[config.mk]
export PLATFORM = sky130hd
export DESIGN_NAME = frame_run_length_encoder_top_flat
export DESIGN_NICKNAME = d
export VERILOG_FILES = /design/src/frle_pkg.sv /design/src/frle_req_if.sv /design/src/frame_run_length_encoder_top.sv /design/src/flat_wrapper.sv
export SDC_FILE = /design/constraint.sdc
export NUM_CORES = 1
export LEC_CHECK = 0
export BUFFER_PORTS_ARGS = -buffer_cell sky130_fd_sc_hd__clkbuf_2
export CORE_ASPECT_RATIO = 1.75
export CORE_UTILIZATION = 35
export DETAILED_ROUTE_END_ITERATION = 10
export PLACE_DENSITY = 0.51
export REMOVE_ABC_BUFFERS = 1
export SYNTH_ARGS = -nofsm -noshare
export SYNTH_HDL_FRONTEND = slang
export SYNTH_SLANG_ARGS = --single-unit
[constraint.sdc]
create_clock -name clock -period 10.2 [get_ports clock]
set_clock_uncertainty 0.1 [all_clocks]
set_input_delay 1.02 -clock clock [delete_from_list [all_inputs] [get_ports clock]]
set_output_delay 1.02 -clock clock [all_outputs]
set_load 0.01 [all_outputs]
[src/frle_pkg.sv]
package frle_pkg;

   localparam int MAX_FRAME_LEN = 1048576;
   localparam int POS_W = (MAX_FRAME_LEN > 1) ? $clog2(MAX_FRAME_LEN) : 1;

   localparam int CELL_W = 8;
   localparam int LEN_W = 21;
   localparam int LIMIT_W = 32;
   localparam int BYTES_W = 32;
   localparam int FRAMES_W = 32;
   localparam int CSR_DATA_W = 32;
   localparam int CSR_IDX_W = 1;

   localparam logic [CSR_IDX_W-1:0] CSR_FRAME_LEN = 1'b0;
   localparam logic [CSR_IDX_W-1:0] CSR_BYTE_LIMIT = 1'b1;

   localparam logic [CELL_W-1:0] RUN_MAX = 8'd255;
   localparam logic [BYTES_W-1:0] PAIR_BYTES = 32'd2;

   localparam int FIFO_DEPTH = 4;
   localparam int FIFO_PTR_W = $clog2(FIFO_DEPTH);

   typedef struct packed {
      logic [CELL_W-1:0]   run_count;
      logic [CELL_W-1:0]   run_value;
      logic                end_of_frame;
      logic                frame_rejected;
      logic [FRAMES_W-1:0] rounds_saved;
      logic                last;
   } result_type;

endpackage

[src/frle_req_if.sv]
interface frle_req_if
   import frle_pkg::*;
   ();
   logic              valid;
   logic              ready;
   logic [CELL_W-1:0] cell_value;

   modport source (output valid, output cell_value, input ready);
   modport sink (input valid, input cell_value, output ready);
endinterface

interface frle_rsp_if
   import frle_pkg::*;
   ();
   logic                valid;
   logic                ready;
   logic [CELL_W-1:0]   run_count;
   logic [CELL_W-1:0]   run_value;
   logic                end_of_frame;
   logic                frame_rejected;
   logic [FRAMES_W-1:0] rounds_saved;
   logic                last;

   modport source (output valid, output run_count, output run_value, output end_of_frame,
                   output frame_rejected, output rounds_saved, output last, input ready);
   modport sink (input valid, input run_count, input run_value, input end_of_frame,
                 input frame_rejected, input rounds_saved, input last, output ready);
endinterface

[src/frame_run_length_encoder_top.sv]
// Frame run-length encoder.
// req_chan carries one cell byte per word; cells are grouped into frames of
// frame_len cells (csr index 0, 0 acts as 1, clamped to MAX_FRAME_LEN).
// rsp_chan carries (run_count, run_value) pairs plus end_of_frame, the
// rejection flag, the running frame count and a last flag per input cell.
// A cell yields zero, one or two words; a cell that closes a frame flushes
// the open run. Frames that start with the byte total at or above
// byte_limit (csr index 1) are dropped and report one rejection word.
// Configuration is written through csr_wr_en / csr_index / csr_wdata.
// Throughput: one cell per cycle while req_chan.ready is high; a cell that
// yields two words fills two queue entries. Words are registered in the
// queue and shown on rsp_chan from its head. The cell is decoded in the
// accept cycle and its words land in a four-entry result queue;
// req_chan.ready is high while the queue has room for two words.
// When the receiver stalls, the queue fills and req_chan.ready drops; the
// word at the head of the queue holds steady until taken.
// Reset (synchronous, active high) empties the queue, restarts the frame
// and clears the byte and frame counters; control and configuration
// registers return to their defaults, but the queue payload is not reset.
module frame_run_length_encoder_top
   import frle_pkg::*;
(
   input  logic                  clock,
   input  logic                  reset,
   frle_req_if.sink              req_chan,
   frle_rsp_if.source            rsp_chan,
   input  logic                  csr_wr_en,
   input  logic [CSR_IDX_W-1:0]  csr_index,
   input  logic [CSR_DATA_W-1:0] csr_wdata
);

   logic [LEN_W-1:0]    frame_len_ff;
   logic [LIMIT_W-1:0]  byte_limit_ff;

   logic [POS_W-1:0]    pos_ff, pos_in;
   logic [CELL_W-1:0]   run_len_ff, run_len_in;
   logic [CELL_W-1:0]   run_byte_ff, run_byte_in;
   logic [BYTES_W-1:0]  bytes_ff, bytes_in;
   logic [FRAMES_W-1:0] frames_ff, frames_in;
   logic                drop_ff, drop_in;

   result_type                fifo_ff [FIFO_DEPTH];
   logic [FIFO_PTR_W-1:0]     rd_ptr_ff;
   logic [FIFO_PTR_W:0]       count_ff, count_in;

   logic                accept, pop;
   logic [POS_W-1:0]    last_pos;
   logic                first_cell, is_last, emit_mid;
   logic [BYTES_W-1:0]  bytes_mid;
   result_type          mid_res, final_res;
   logic [FIFO_PTR_W-1:0] wr_ptr, wr_ptr2;
   logic [FIFO_PTR_W:0]   push_n;

   function automatic logic [BYTES_W-1:0] sat_add2(input logic [BYTES_W-1:0] v);
      if (v > ({BYTES_W{1'b1}} - PAIR_BYTES)) begin
         return {BYTES_W{1'b1}};
      end
      return v + PAIR_BYTES;
   endfunction

   // configuration
   always_ff @(posedge clock) begin
      if (reset) begin
         frame_len_ff  <= LEN_W'(1);
         byte_limit_ff <= {LIMIT_W{1'b1}};
      end else if (csr_wr_en) begin
         case (csr_index)
            CSR_FRAME_LEN:  frame_len_ff  <= csr_wdata[LEN_W-1:0];
            CSR_BYTE_LIMIT: byte_limit_ff <= csr_wdata[LIMIT_W-1:0];
            default: ;
         endcase
      end
   end

   // last cell position of the effective frame length
   always_comb begin
      if (frame_len_ff == '0) begin
         last_pos = '0;
      end else if (32'(frame_len_ff) > 32'(MAX_FRAME_LEN)) begin
         last_pos = POS_W'(MAX_FRAME_LEN - 1);
      end else begin
         last_pos = POS_W'(frame_len_ff - LEN_W'(1));
      end
   end

   assign accept = req_chan.valid && req_chan.ready;
   assign pop    = rsp_chan.valid && rsp_chan.ready;

   always_comb begin
      first_cell = (pos_ff == '0);
      is_last    = (pos_ff >= last_pos);
      drop_in    = first_cell ? (bytes_ff >= byte_limit_ff) : drop_ff;
      emit_mid   = !first_cell && !drop_ff &&
                   ((run_len_ff >= RUN_MAX) || (req_chan.cell_value != run_byte_ff));

      run_len_in  = run_len_ff;
      run_byte_in = run_byte_ff;
      if ((first_cell && !drop_in) || emit_mid) begin
         run_len_in  = CELL_W'(1);
         run_byte_in = req_chan.cell_value;
      end else if (!first_cell && !drop_ff) begin
         run_len_in = run_len_ff + CELL_W'(1);
      end

      bytes_mid = emit_mid ? sat_add2(bytes_ff) : bytes_ff;
      bytes_in  = bytes_mid;
      frames_in = frames_ff;
      if (is_last && !drop_in) begin
         bytes_in  = sat_add2(bytes_mid);
         frames_in = frames_ff + FRAMES_W'(1);
      end

      pos_in = is_last ? '0 : pos_ff + POS_W'(1);

      mid_res.run_count      = run_len_ff;
      mid_res.run_value      = run_byte_ff;
      mid_res.end_of_frame   = 1'b0;
      mid_res.frame_rejected = 1'b0;
      mid_res.rounds_saved   = frames_ff;
      mid_res.last           = !is_last;

      final_res.run_count      = drop_in ? '0 : run_len_in;
      final_res.run_value      = drop_in ? '0 : run_byte_in;
      final_res.end_of_frame   = 1'b1;
      final_res.frame_rejected = drop_in;
      final_res.rounds_saved   = frames_in;
      final_res.last           = 1'b1;
   end

   assign wr_ptr  = rd_ptr_ff + count_ff[FIFO_PTR_W-1:0];
   assign wr_ptr2 = wr_ptr + FIFO_PTR_W'(emit_mid);
   assign push_n  = accept ? ((FIFO_PTR_W+1)'(emit_mid) + (FIFO_PTR_W+1)'(is_last)) : '0;
   assign count_in = count_ff + push_n - (FIFO_PTR_W+1)'(pop);

   always_ff @(posedge clock) begin
      if (reset) begin
         pos_ff      <= '0;
         run_len_ff  <= '0;
         run_byte_ff <= '0;
         bytes_ff    <= '0;
         frames_ff   <= '0;
         drop_ff     <= 1'b0;
         rd_ptr_ff   <= '0;
         count_ff    <= '0;
      end else begin
         if (accept) begin
            pos_ff      <= pos_in;
            run_len_ff  <= run_len_in;
            run_byte_ff <= run_byte_in;
            bytes_ff    <= bytes_in;
            frames_ff   <= frames_in;
            drop_ff     <= drop_in;
         end
         if (pop) begin
            rd_ptr_ff <= rd_ptr_ff + FIFO_PTR_W'(1);
         end
         count_ff <= count_in;
      end
   end

   // result queue payload, no reset needed
   always_ff @(posedge clock) begin
      if (accept && emit_mid) begin
         fifo_ff[wr_ptr] <= mid_res;
      end
      if (accept && is_last) begin
         fifo_ff[wr_ptr2] <= final_res;
      end
   end

   // leave room for the two words a frame-closing cell may produce
   assign req_chan.ready = (count_ff <= (FIFO_PTR_W+1)'(FIFO_DEPTH - 2));

   assign rsp_chan.valid          = (count_ff != '0);
   assign rsp_chan.run_count      = fifo_ff[rd_ptr_ff].run_count;
   assign rsp_chan.run_value      = fifo_ff[rd_ptr_ff].run_value;
   assign rsp_chan.end_of_frame   = fifo_ff[rd_ptr_ff].end_of_frame;
   assign rsp_chan.frame_rejected = fifo_ff[rd_ptr_ff].frame_rejected;
   assign rsp_chan.rounds_saved   = fifo_ff[rd_ptr_ff].rounds_saved;
   assign rsp_chan.last           = fifo_ff[rd_ptr_ff].last;

endmodule

[src/flat_wrapper.sv]
// flat-port wrapper written by rule: the top's interface ports become plain ports
module frame_run_length_encoder_top_flat import frle_pkg::*;
  (clock, reset, csr_wr_en, csr_index, csr_wdata, req_chan_valid, req_chan_cell_value, req_chan_ready, rsp_chan_valid, rsp_chan_run_count, rsp_chan_run_value, rsp_chan_end_of_frame, rsp_chan_frame_rejected, rsp_chan_rounds_saved, rsp_chan_last, rsp_chan_ready);
  frle_req_if req_chan_i ();
  frle_rsp_if rsp_chan_i ();
  input  logic clock;
  input  logic reset;
  input  logic csr_wr_en;
  input  logic [CSR_IDX_W-1:0] csr_index;
  input  logic [CSR_DATA_W-1:0] csr_wdata;
  input wire logic [$bits(req_chan_i.valid)-1:0] req_chan_valid;
  input wire logic [$bits(req_chan_i.cell_value)-1:0] req_chan_cell_value;
  output wire logic [$bits(req_chan_i.ready)-1:0] req_chan_ready;
  output wire logic [$bits(rsp_chan_i.valid)-1:0] rsp_chan_valid;
  output wire logic [$bits(rsp_chan_i.run_count)-1:0] rsp_chan_run_count;
  output wire logic [$bits(rsp_chan_i.run_value)-1:0] rsp_chan_run_value;
  output wire logic [$bits(rsp_chan_i.end_of_frame)-1:0] rsp_chan_end_of_frame;
  output wire logic [$bits(rsp_chan_i.frame_rejected)-1:0] rsp_chan_frame_rejected;
  output wire logic [$bits(rsp_chan_i.rounds_saved)-1:0] rsp_chan_rounds_saved;
  output wire logic [$bits(rsp_chan_i.last)-1:0] rsp_chan_last;
  input wire logic [$bits(rsp_chan_i.ready)-1:0] rsp_chan_ready;
  assign req_chan_i.valid = req_chan_valid;
  assign req_chan_i.cell_value = req_chan_cell_value;
  assign req_chan_ready = req_chan_i.ready;
  assign rsp_chan_valid = rsp_chan_i.valid;
  assign rsp_chan_run_count = rsp_chan_i.run_count;
  assign rsp_chan_run_value = rsp_chan_i.run_value;
  assign rsp_chan_end_of_frame = rsp_chan_i.end_of_frame;
  assign rsp_chan_frame_rejected = rsp_chan_i.frame_rejected;
  assign rsp_chan_rounds_saved = rsp_chan_i.rounds_saved;
  assign rsp_chan_last = rsp_chan_i.last;
  assign rsp_chan_i.ready = rsp_chan_ready;
  frame_run_length_encoder_top u_core (.clock(clock), .reset(reset), .req_chan(req_chan_i), .rsp_chan(rsp_chan_i), .csr_wr_en(csr_wr_en), .csr_index(csr_index), .csr_wdata(csr_wdata));
endmodule
Word-level counts from Yosys, hierarchy flattened --
Memory sizes are Yosys's and may differ from the RTL's. A register that Yosys moved wholly into a read port is not among the register bits. Index checks and enable logic that the tools add are counted.
Operators by class: div/mod/pow operators 0, reduce and logical (&&, ||, !) cells 19, magnitude comparators 7, equality and inequality tests 1, $add $sub $neg 12, shift operators 0, bitwise gates (word level) 1, multiplexer cells 26, $mul 0
Operators with widths (count):
- $mux 32 | 7
- $add 32x2->32 const B | 2
- $gt 32x32->1 const B | 2
- $mux 20 | 3
- $mux 8 | 5
- $add 32x1->32 const B | 1
- $ge 32x32->1 | 1
- $gt 21x21->1 const B | 1
- $logic_not 21->1 | 1
- $add 20x1->20 const B | 1
- $ge 20x20->1 | 1
- $logic_not 20->1 | 1
- $sub 20x1->20 const B | 1
- $add 8x1->8 const B | 1
- $ge 8x8->1 const B | 1
- $logic_and 1x1->1 | 8
- $mux 1 | 8
- $ne 8x8->1 | 1
- $logic_not 1->1 | 4
- $mux 2 | 2
- $reduce_and 2->1 | 2
- $add 3x3->3 | 1
- $le 3x2->1 const B | 1
- $mux 3 | 1
- 8 further kinds | 9
Word-level totals: output and inout port bits 53, bits in registers 159, memory bits (read-only) 0, memories 1, logic and storage cells 77, memory bits (writable) 204, latch bits 0, input bits 46
Memories:
- u_core.fifo_ff | words 4, width 51, read ports 1, clocked after Yosys merged registers in 1, write ports 2, line frame_run_length_encoder_top.sv:42 | result_type fifo_ff [FIFO_DEPTH];

Longest topological paths before layout --
Gate-level depths: netlist of run 1.
word-level depth 10, depth in mapped cells 24

Worst setup path after synthesis of run 1 --
OpenSTA, ideal clock, no wires.
path type input to register, start input req_chan_cell_value[4], end memory u_core.fifo_ff[2][10] (netlist name), enable pin, arrival time 7.160 ns, library setup time 0.590 ns, cell stages on the path 8, slack 2.350 ns, buffers on the path 3, required time 9.510 ns, cells stage by stage xnor2_1 -> nand4_1 -> a311o_1 -> buf_2 -> nand2_1 -> clkbuf_1 -> clkbuf_1 -> o41ai_1
RTL lines:
- start, declared | line flat_wrapper.sv:12 | input wire logic [$bits(req_chan_i.cell_value)-1:0] req_chan_cell_value;
- end, declared | line frame_run_length_encoder_top.sv:42

==> impl_metrics.yaml, run 1 <==
run_status:
  outcome: "complete, no violations"
global_route:
  grt_pass1_wl_um: 109000
  grt_overflow: 0
  grt_max_degree: 75
  first_global_vias: 18600
  track_usage: 0.226
  antenna_found_initial: 0
routing:
  wl_um: 70600
  drtIter0Drc: 1168
  remaining_drc_errors: 0
  dr.pass1.iters: 5
  detail-route-antenna-nets: 0
  num_vias: 18400
  avgRoutedWirePerCell_um: 22.6
  routed_via_density: 5.89
worst_setup_path:
  worstSetupEndpointType: "register"
  cpMaxStageDelayCell: "nand2_1"
  crit_arrival_ns: 6.94
  worstSetupPathType: "register to register"
  path_max_fanout: 26
  cp_num_buf_inv: 0
  crit_top_cell: "nand2_1"
  required_ns: 10.52
  crit_path_max_incr_delay_ns: 0.92
  worst_setup_path_start_kind: "register"
  crit_chain: "or3_1, or4_1, nor3_1, nand4_1, maj3_1, ha_1, nand2b_1, a21o_1, a211oi_1, o31ai_1, o2bb2ai_1, o2111ai_4, nand2_1, nand2_1, a22o_1"
  critical-path-top-delay-family: "simple AND/OR/NAND/NOR gates"
timing:
  period_share: 0.648
  grt_setup_unrepaired: "no"
  setup_slack_ns: 3.59
  fin_crit_ns: 6.61
  finalMaxSlewViolations: 0
  tightest_slew_ns: 1.19
  relSlewSlack: 0.204
  hold_viol_final: 0
  setup_viol: 0
  max_freq_mhz: 151
  hold_slack_ns: 0.348
die:
  dieWidth_um: 189
  pin_count: 99
  dieArea_um2: 62500
  num_rows: 119
  core_region_area_um2: 60500
  die_h_um: 330
  start_util: 0.356
clock_network:
  cts_tree: "done"
  clkTransAtPathRegs_ns: 0.06
  clockBufferDepth: 3
  root_buffer: "clkbuf_16"
  cts_resized: 0
  hold_buffers: 0
  cts.sinks: 365
  numCtsBuffers: 38
  cts_max_level: 2
  clock_latency_ns: 0.56
  cts_setup_buffers: 0
synth:
  synth-edff-count: 196
  synth_cell_types: 85
  yosys.area.top_type_share: 0.274
  ys_warn_count: 0
  yosysMostFrequentCell: "nand2_1"
  async_flop_share: 0
  synth-seq-area-share: 0.431
  netlist_area_um2: 21500
  ys.flop_type: "edfxtp_1"
  synth_commonest_cells: "nand2_1 (284), o21ai_0 (207), edfxtp_1 (196)"
  synth_top_area_cell: "edfxtp_1"
  ys_seq_elements: 365
  avgSynthCellArea_um2: 9.29
  synthTopCellsByArea: "edfxtp_1 (27%), dfxtp_1 (16%), mux4_2 (5.3%), nand2_1 (5.0%), o21ai_0 (4.8%)"
  netlist_instances: 2314
placed_design:
  place_congestion: 0.905
  dp_slack_ns: 3.61
  portBuffers: 98
  dp_hpwl_um: 48300
layout:
  drive_above_1_share: 0.133
  finalNetCount: 2416
  diodes: 0
  fillers: 6100
  area_growth_pct: 11.9
  multi_input_area_um2: 11400
  regArea_um2: 9270
power:
  power_density_nw_per_um2: 192
  vdd_drop_max_mv: 0.114
  p_leak_nw: 8.65
flow_run:
  drv_cap: 0
min_path:
  hold_class: "register to register"
==> area by class of cell <==
type | count | share of cell area
Clock inverter | 20 | 0.0138
Inverter | 58 | 0.00905
Multi-Input combinational cell | 1705 | 0.474
Sequential cell | 365 | 0.385
Tap cell | 786 | 0.0409
Timing Repair Buffer | 136 | 0.0323
Clock buffer | 49 | 0.0442
==> cell usage in the layout (no fill, tap or decap), drive strengths merged, types with 43 or more instances in the layout <==
cell / n
and3: 60
o21ai: 211
mux4: 51
a21oi: 126
nor2: 157
nand4: 43
inv: 59
o31ai: 103
nand3: 94
xor2: 55
ha: 65
edfxtp: 196
clkbuf: 146
dfxtp: 169
nand2: 285
==> tightest hold or removal path, stage by stage (launching register included) <==
cell,delay (ns)
dfxtp_1,0.31
nand2_1,0.05
nand2_1,0.05
==> kinds of logic (layout without fill, tap and decap cells) <==
logic type / after synthesis / after routing / share of synthesized area
buffers and inverters: 244 / 263 / 0.0450
AOI/OAI and AO/OA: 650 / 650 / 0.195
adders and majority gates: 67 / 67 / 0.0392
muxes: 66 / 66 / 0.0605
xor gates and xnor gates: 97 / 97 / 0.0395
DFF: 365 / 365 / 0.431
and+or+nand+nor: 825 / 825 / 0.190
==> sequential cells by signal, indices dropped and copies added, names as in the netlist, named ones only <==
| register | flops |
|---|---|
| u_core.byte_limit_ff | 32 |
| u_core.bytes_ff | 32 |
| u_core.count_ff | 3 |
| u_core.drop_ff | 1 |
| u_core.fifo_ff | 204 |
| u_core.frame_len_ff | 21 |
| u_core.frames_ff | 32 |
| u_core.pos_ff | 20 |
| u_core.rd_ptr_ff | 2 |
| u_core.run_byte_ff | 8 |
| u_core.run_len_ff | 8 |
==> stage by stage <==
stage / setup TNS, ns / std cells / area (um2) / power [mW] / util
finish: 0 / 3119 / 24100 / 4.63 / 0.398
detailed placement: 0 / 3050 / 22700 / 3.09 / 0.375
global route: 0 / 3119 / 24100 / 4.84 / 0.398
floorplan: -30.76 / 2128 / 20800 / 2.55 / -
CTS: 0 / 3119 / 24100 / 4.68 / 0.398
global placement: 0 / 3050 / 22700 / 3.07 / 0.375
==> report_power, final <==
part	internal, mW	switching (mW)	total [mW]
Clock	0.966	0.621	1.59
Combinational	0.442	0.779	1.22
Sequential	1.68	0.141	1.82
Total	3.09	1.54	4.63
==> metal layers <==
metal,GRT usage,up-vias,wire length (um)
met3,0.0240,185,3270
li1,-,8642,-
met4,0.126,0,3930
met5,0,-,0
met2,0.425,622,37400
met1,0.242,8926,25900
==> final timing paths <==
path / startpoint / end / slack, ns / cells after the start
setup / recovery: u_core.frame_len_ff[3]$_SDFFE_PP0P_ / u_core.fifo_ff[3][36]$_DFFE_PP_ / 3.59 / 15
hold / removal: u_core.fifo_ff[3][34]$_SDFFE_PP1P_ / u_core.fifo_ff[3][34]$_SDFFE_PP1P_ / 0.35 / 2
setup reg to reg: u_core.frame_len_ff[3]$_SDFFE_PP0P_ / u_core.fifo_ff[3][36]$_DFFE_PP_ / 3.59 / 15
hold reg to reg: u_core.fifo_ff[3][34]$_SDFFE_PP1P_ / u_core.fifo_ff[3][34]$_SDFFE_PP1P_ / 0.35 / 2
(Power assumes the default switching activity.)
==> run 2: changes to the inputs <==
--- a/config.mk
+++ b/config.mk
@@ -5,6 +5,7 @@
 export SDC_FILE = /design/constraint.sdc
 export NUM_CORES = 1
 export LEC_CHECK = 0
+export ABC_AREA = 1
 export BUFFER_PORTS_ARGS = -buffer_cell sky130_fd_sc_hd__clkbuf_2
 export CORE_ASPECT_RATIO = 1.75
 export CORE_UTILIZATION = 35
==> constraint.sdc (replaced) <==
create_clock -name clock -period 6.6 [get_ports clock]
set_clock_uncertainty 0.1 [all_clocks]
set_input_delay 0.66 -clock clock [delete_from_list [all_inputs] [get_ports clock]]
set_output_delay 0.66 -clock clock [all_outputs]
set_load 0.01 [all_outputs]
==> run 2 against run 1 <==
Compared with the run above: sequential power grew 56%; flip-flop and latch count is the same; clock power grew 38%; global-route usage shrank 0.077 points; synthesized cell count grew 22%; highest routed layer unchanged; register-to-register slack lost 2.7 ns; largest cell class unchanged; area after synthesis shrank 0.84%; combinational power grew 88%; setup slack lost 2.7 ns.
==> impl_metrics.yaml, run 2 <==
power:
  combPwrFrac: 0.312
  p_int_mw: 4.53
  p_clk_frac: 0.300
  power_density_nw_per_um2: 309
  p_leak_nw: 9.80
  swShare: 0.383
  p_switching_mw: 2.81
  vdd_drop_max_mv: 0.165
  seq_power_share: 0.388
routing:
  remaining_drc_errors: 0
  num_vias: 19400
  routed_via_density: 5.30
  avgRoutedWirePerCell_um: 19.1
  drtIter0Drc: 1323
  wl_um: 70100
  dr.pass1.iters: 5
  detail-route-antenna-nets: 0
synth:
  avgSynthCellArea_um2: 7.58
  netlist_area_um2: 21300
  ys_seq_elements: 365
  synth_cell_types: 47
  netlist_instances: 2815
  synthTopCellsByArea: "edfxtp_1 (28%), dfxtp_1 (16%), nand2_1 (9.5%), o21ai_0 (6.7%), nor2_1 (6.5%)"
  synth-seq-area-share: 0.435
  ys_warn_count: 0
  synth-edff-count: 196
  async_flop_share: 0
  yosysMostFrequentCell: "nand2_1"
  ys.flop_type: "edfxtp_1"
  synth_top_area_cell: "edfxtp_1"
  synth_commonest_cells: "nand2_1 (537), nor2_1 (369), inv_1 (336)"
  yosys.area.top_type_share: 0.276
global_route:
  grt_overflow: 0
  grt_max_degree: 79
  antenna_found_initial: 0
  first_global_vias: 19400
  track_usage: 0.225
  grt_pass1_wl_um: 108000
worst_setup_path:
  crit_arrival_ns: 5.93
  cpMaxStageDelayCell: "inv_1"
  worstSetupEndpointType: "register"
  worst_setup_path_start_kind: "register"
  required_ns: 6.78
  crit_path_max_incr_delay_ns: 0.42
  path_max_fanout: 17
  worstSetupPathType: "register to register"
clock_network:
  clockBufferDepth: 3
  cts_tree: "done"
  root_buffer: "clkbuf_16"
  cts_setup_buffers: 0
  clkTransAtPathRegs_ns: 0.06
  numCtsBuffers: 40
  cts.sinks: 365
  clock_latency_ns: 0.56
  hold_buffers: 0
  cts_resized: 0
  cts_max_level: 2
timing:
  max_freq_mhz: 174
  fin_setup_tns_ns: 0
  fin_crit_ns: 5.75
  relSlewSlack: 0.383
  setup_viol: 0
  period_share: 0.871
  finalMaxSlewViolations: 0
  hold_slack_ns: 0.236
  grt_setup_unrepaired: "no"
  tightest_slew_ns: 0.926
  hold_viol_final: 0
layout:
  final_common_cell: "nand2_1"
  largest_register_ffs: 204
  largest_register: "u_core.fifo_ff"
  diodes: 0
  drive_above_1_share: 0.0983
  multi_input_area_um2: 10200
  fillers: 6406
  area_growth_pct: 11.3
  regArea_um2: 9270
  finalNetCount: 2963
  final_cell_mix: "nand2_1 (529), nor2_1 (369), inv_1 (334)"
die:
  dieArea_um2: 62000
  pin_count: 99
  core_region_area_um2: 60200
  start_util: 0.355
  die_h_um: 329
  dieWidth_um: 189
  num_rows: 119
placed_design:
  portBuffers: 98
  dp_hpwl_um: 48700
  place_congestion: 0.916
flow_run:
  drv_cap: 0
run_status:
  outcome: "complete, no violations"
min_path:
  hold_class: "input pin to register"
run 2: power by group through the flow:
stage	clock network, mW	registers (mW)	logic [mW]
2_1_floorplan	0	2.83	1.49
3_3_place_gp	0	2.88	2.28
3_5_place_dp	0	2.89	2.31
4_1_cts	2.26	2.84	2.32
5_1_grt	2.33	2.87	2.58
6_report	2.20	2.84	2.29
run 2: layout make-up:
| class | instances | share of cell area |
|---|---|---|
| sequential | 365 | 0.391 |
| tap | 786 | 0.0414 |
| clock buffer | 55 | 0.0458 |
| inverter | 350 | 0.0554 |
| timing repair buffer | 133 | 0.0323 |
| multi-input combinational | 1961 | 0.428 |
| clock inverter | 16 | 0.00617 |
run 2: path summary, 6_finish.rpt:
kind / startpoint / end / slack, ns / depth (start not counted)
setup / recovery: u_core.frame_len_ff[0]$_SDFFE_PP1P_ / u_core.fifo_ff[0][16]$_DFFE_PP_ / 0.85 / 30
hold / removal: csr_wdata[25] / u_core.byte_limit_ff[25]$_SDFFE_PP1P_ / 0.24 / 3
setup reg to reg: u_core.frame_len_ff[0]$_SDFFE_PP1P_ / u_core.fifo_ff[0][16]$_DFFE_PP_ / 0.85 / 30
hold reg to reg: u_core.fifo_ff[1][34]$_SDFFE_PP1P_ / u_core.fifo_ff[1][34]$_SDFFE_PP1P_ / 0.35 / 2
run 2: cell families (layout without fill, tap and decap cells):
family | after synthesis | in the layout | synth area share
simple gates | 1161 | 1161 | 0.231
compound gates | 650 | 650 | 0.170
buf+inv | 489 | 554 | 0.0913
flops | 365 | 365 | 0.435
xor+xnor | 84 | 84 | 0.0345
fa+ha+maj | 66 | 66 | 0.0391
run 2: layer usage:
metal  GRT usage  up-vias  wire (um)
met5           0        -          0
met4       0.104        0       3040
met3      0.0197      148       2920
met2       0.440      588      38200
met1       0.238     9176      25900
li1            -     9527          -
run 2: metrics by stage:
step	instances	area (um2)	total power, mW	utilization	worst slack, ns
finish	3666	23700	7.33	0.395	0.853
global route	3666	23700	7.77	0.395	0.195
CTS	3666	23700	7.42	0.395	0.772
detailed placement	3595	22500	5.20	0.374	0.782
global placement	3595	22500	5.16	0.374	0.853
floorplan	2676	20700	4.32	-	0.677
run 2: worst max-delay path, delay by kind of cell, from the launching register on:
family / cells / cell delay (ns)
buffers and inverters: 8 / 1.43
flip-flops: 1 / 0.31
AO/OA/AOI/OAI: 5 / 0.82
AND/OR/NAND/NOR: 15 / 2.23
adder cells (fa/ha/maj): 2 / 0.55
==> run 3: changes to the inputs <==
--- a/config.mk
+++ b/config.mk
@@ -10,6 +10,7 @@
 export CORE_ASPECT_RATIO = 1.75
 export CORE_UTILIZATION = 35
 export DETAILED_ROUTE_END_ITERATION = 10
+export MAX_ROUTING_LAYER = met4
 export PLACE_DENSITY = 0.51
 export REMOVE_ABC_BUFFERS = 1
 export SYNTH_ARGS = -nofsm -noshare
==> run 3 against run 2 <==
Compared with the run above: clock power is 3% higher; final cell count hardly changed; hold slack worse by 0.0040 ns; maximum frequency is 2.5% higher; flip-flop and latch count stayed put; setup slack better by 0.14 ns; critical path depth is 1 lower; cell area is 0.31% higher; register-to-register slack better by 0.14 ns; routed wire length is 0.24% higher; largest cell class unchanged.
==> impl_metrics.yaml, run 3 (synthesis gave the netlist of run 2 again) <==
timing:
  finalMaxSlewViolations: 0
  max_freq_mhz: 178
  grt_setup_unrepaired: "no"
  setup_viol: 0
  tightest_slew_ns: 1.22
  setup_slack_ns: 0.995
  fin_setup_tns_ns: 0
  period_share: 0.849
  hold_viol_final: 0
  relSlewSlack: 0.189
  fin_crit_ns: 5.61
die:
  die_h_um: 329
  dieArea_um2: 62000
  dieWidth_um: 189
  num_rows: 119
  core_region_area_um2: 60200
  pin_count: 99
  start_util: 0.355
min_path:
  holdPathEnd: "u_core.byte_limit_ff[26]$_SDFFE_PP1P_"
  hp-start: "csr_wdata[26]"
  hold_class: "input pin to register"
  hold_depth: 3
worst_setup_path:
  path_max_fanout: 14
  r2r_start: "u_core.frame_len_ff[0]$_SDFFE_PP1P_"
  crit_arrival_ns: 5.78
  crit_path_max_incr_delay_ns: 0.45
  reg2regPathDepth: 29
  worstSetupPathType: "register to register"
  r2r-end: "u_core.fifo_ff[2][17]$_DFFE_PP_"
  worst_setup_path_start_kind: "register"
  cp_num_buf_inv: 7
  worstSetupEndpointType: "register"
  critical-path-top-delay-family: "simple AND/OR/NAND/NOR gates"
  cpMaxStageDelayCell: "clkinv_1"
  required_ns: 6.78
  r2r_setup_slack_ns: 0.99
placed_design:
  portBuffers: 98
  dp_slack_ns: 0.911
  dp_hpwl_um: 49400
  place_congestion: 0.948
routing:
  routed_via_density: 5.27
  num_vias: 19300
  wl_um: 70200
  detail-route-antenna-nets: 0
  dr.pass1.iters: 5
  drtIter0Drc: 1230
  remaining_drc_errors: 0
  avgRoutedWirePerCell_um: 19.1
layout:
  regArea_um2: 9270
  fillers: 6353
  drive_above_1_share: 0.0999
  largest_register: "u_core.fifo_ff"
  area_growth_pct: 11.6
  final_cell_mix: "nand2_1 (529), nor2_1 (369), inv_1 (334)"
  largest_register_ffs: 204
  multi_input_area_um2: 10200
  finalNetCount: 2964
  diodes: 0
  final_common_cell: "nand2_1"
power:
  p_leak_nw: 9.84
  power_density_nw_per_um2: 311
  vdd_drop_max_mv: 0.194
global_route:
  first_global_vias: 19200
  grt_max_degree: 79
  track_usage: 0.232
  grt_overflow: 0
  antenna_found_initial: 0
  grt_pass1_wl_um: 108000
flow_run:
  drv_cap: 0
clock_network:
  cts.sinks: 365
  numCtsBuffers: 38
  clockBufferDepth: 3
  cts_tree: "done"
  cts_max_level: 2
  clock_latency_ns: 0.55
  root_buffer: "clkbuf_16"
  cts_setup_buffers: 0
  cts_resized: 0
  clkTransAtPathRegs_ns: 0.06
  hold_buffers: 0
run_status:
  outcome: "complete, no violations"
## run 3: layout make-up
cell class | count | area share
Tap cell | 786 | 0.0413
Multi-Input combinational cell | 1961 | 0.427
Clock buffer | 55 | 0.0460
Clock inverter | 15 | 0.00841
Inverter | 350 | 0.0552
Timing Repair Buffer | 136 | 0.0326
Sequential cell | 365 | 0.390
## run 3: where the power goes
group | leakage, nW | internal [mW] | switching [mW]
sequential | 3.35 | 2.61 | 0.230
clock | 0.630 | 1.32 | 0.952
combinational | 5.86 | 0.681 | 1.62
## run 3: worst max-delay path by stage
stage | startpoint | endpoint | slack (ns) | cells past startpoint
after floorplan | u_core.frame_len_ff[0]$_SDFFE_PP1P_ | u_core.fifo_ff[1][10]$_DFFE_PP_ | 0.68 | 27
after global placement | u_core.frame_len_ff[0]$_SDFFE_PP1P_ | u_core.count_ff[2]$_SDFF_PP0_ | 0.94 | 32
after detailed placement | u_core.frame_len_ff[0]$_SDFFE_PP1P_ | u_core.fifo_ff[2][17]$_DFFE_PP_ | 0.91 | 29
after CTS | u_core.frame_len_ff[0]$_SDFFE_PP1P_ | u_core.fifo_ff[2][17]$_DFFE_PP_ | 0.89 | 29
after global routing | u_core.frame_len_ff[0]$_SDFFE_PP1P_ | u_core.fifo_ff[2][30]$_DFFE_PP_ | 0.27 | 29
final | u_core.frame_len_ff[0]$_SDFFE_PP1P_ | u_core.fifo_ff[2][17]$_DFFE_PP_ | 0.99 | 29
## run 3: worst reg2reg max path, delay by kind of cell (launching register included)
family	cells	cell delay, ns
buf+inv	7	1.42
flops	1	0.31
compound gates	5	0.80
simple gates	15	2.16
fa+ha+maj	2	0.55
## run 3: routing by layer
layer / track usage / part of all wire / vias up
met5: - / 0 / -
met4: 0.0998 / 0.042 / 0
met3: 0.0225 / 0.039 / 151
met2: 0.447 / 0.55 / 511
met1: 0.233 / 0.37 / 9139
li1: - / - / 9522
## run 3: metrics by stage
stage	instance area, um2	utilization	power [mW]	hold WS (ns)	std cells
after global placement	22500	0.374	5.18	0.341	3598
after CTS	23800	0.396	7.50	0.207	3668
after global routing	23800	0.396	7.87	0.238	3668
final	23800	0.396	7.41	0.232	3668
after floorplan	20700	-	4.32	0.322	2676
after detailed placement	22500	0.374	5.21	0.341	3598
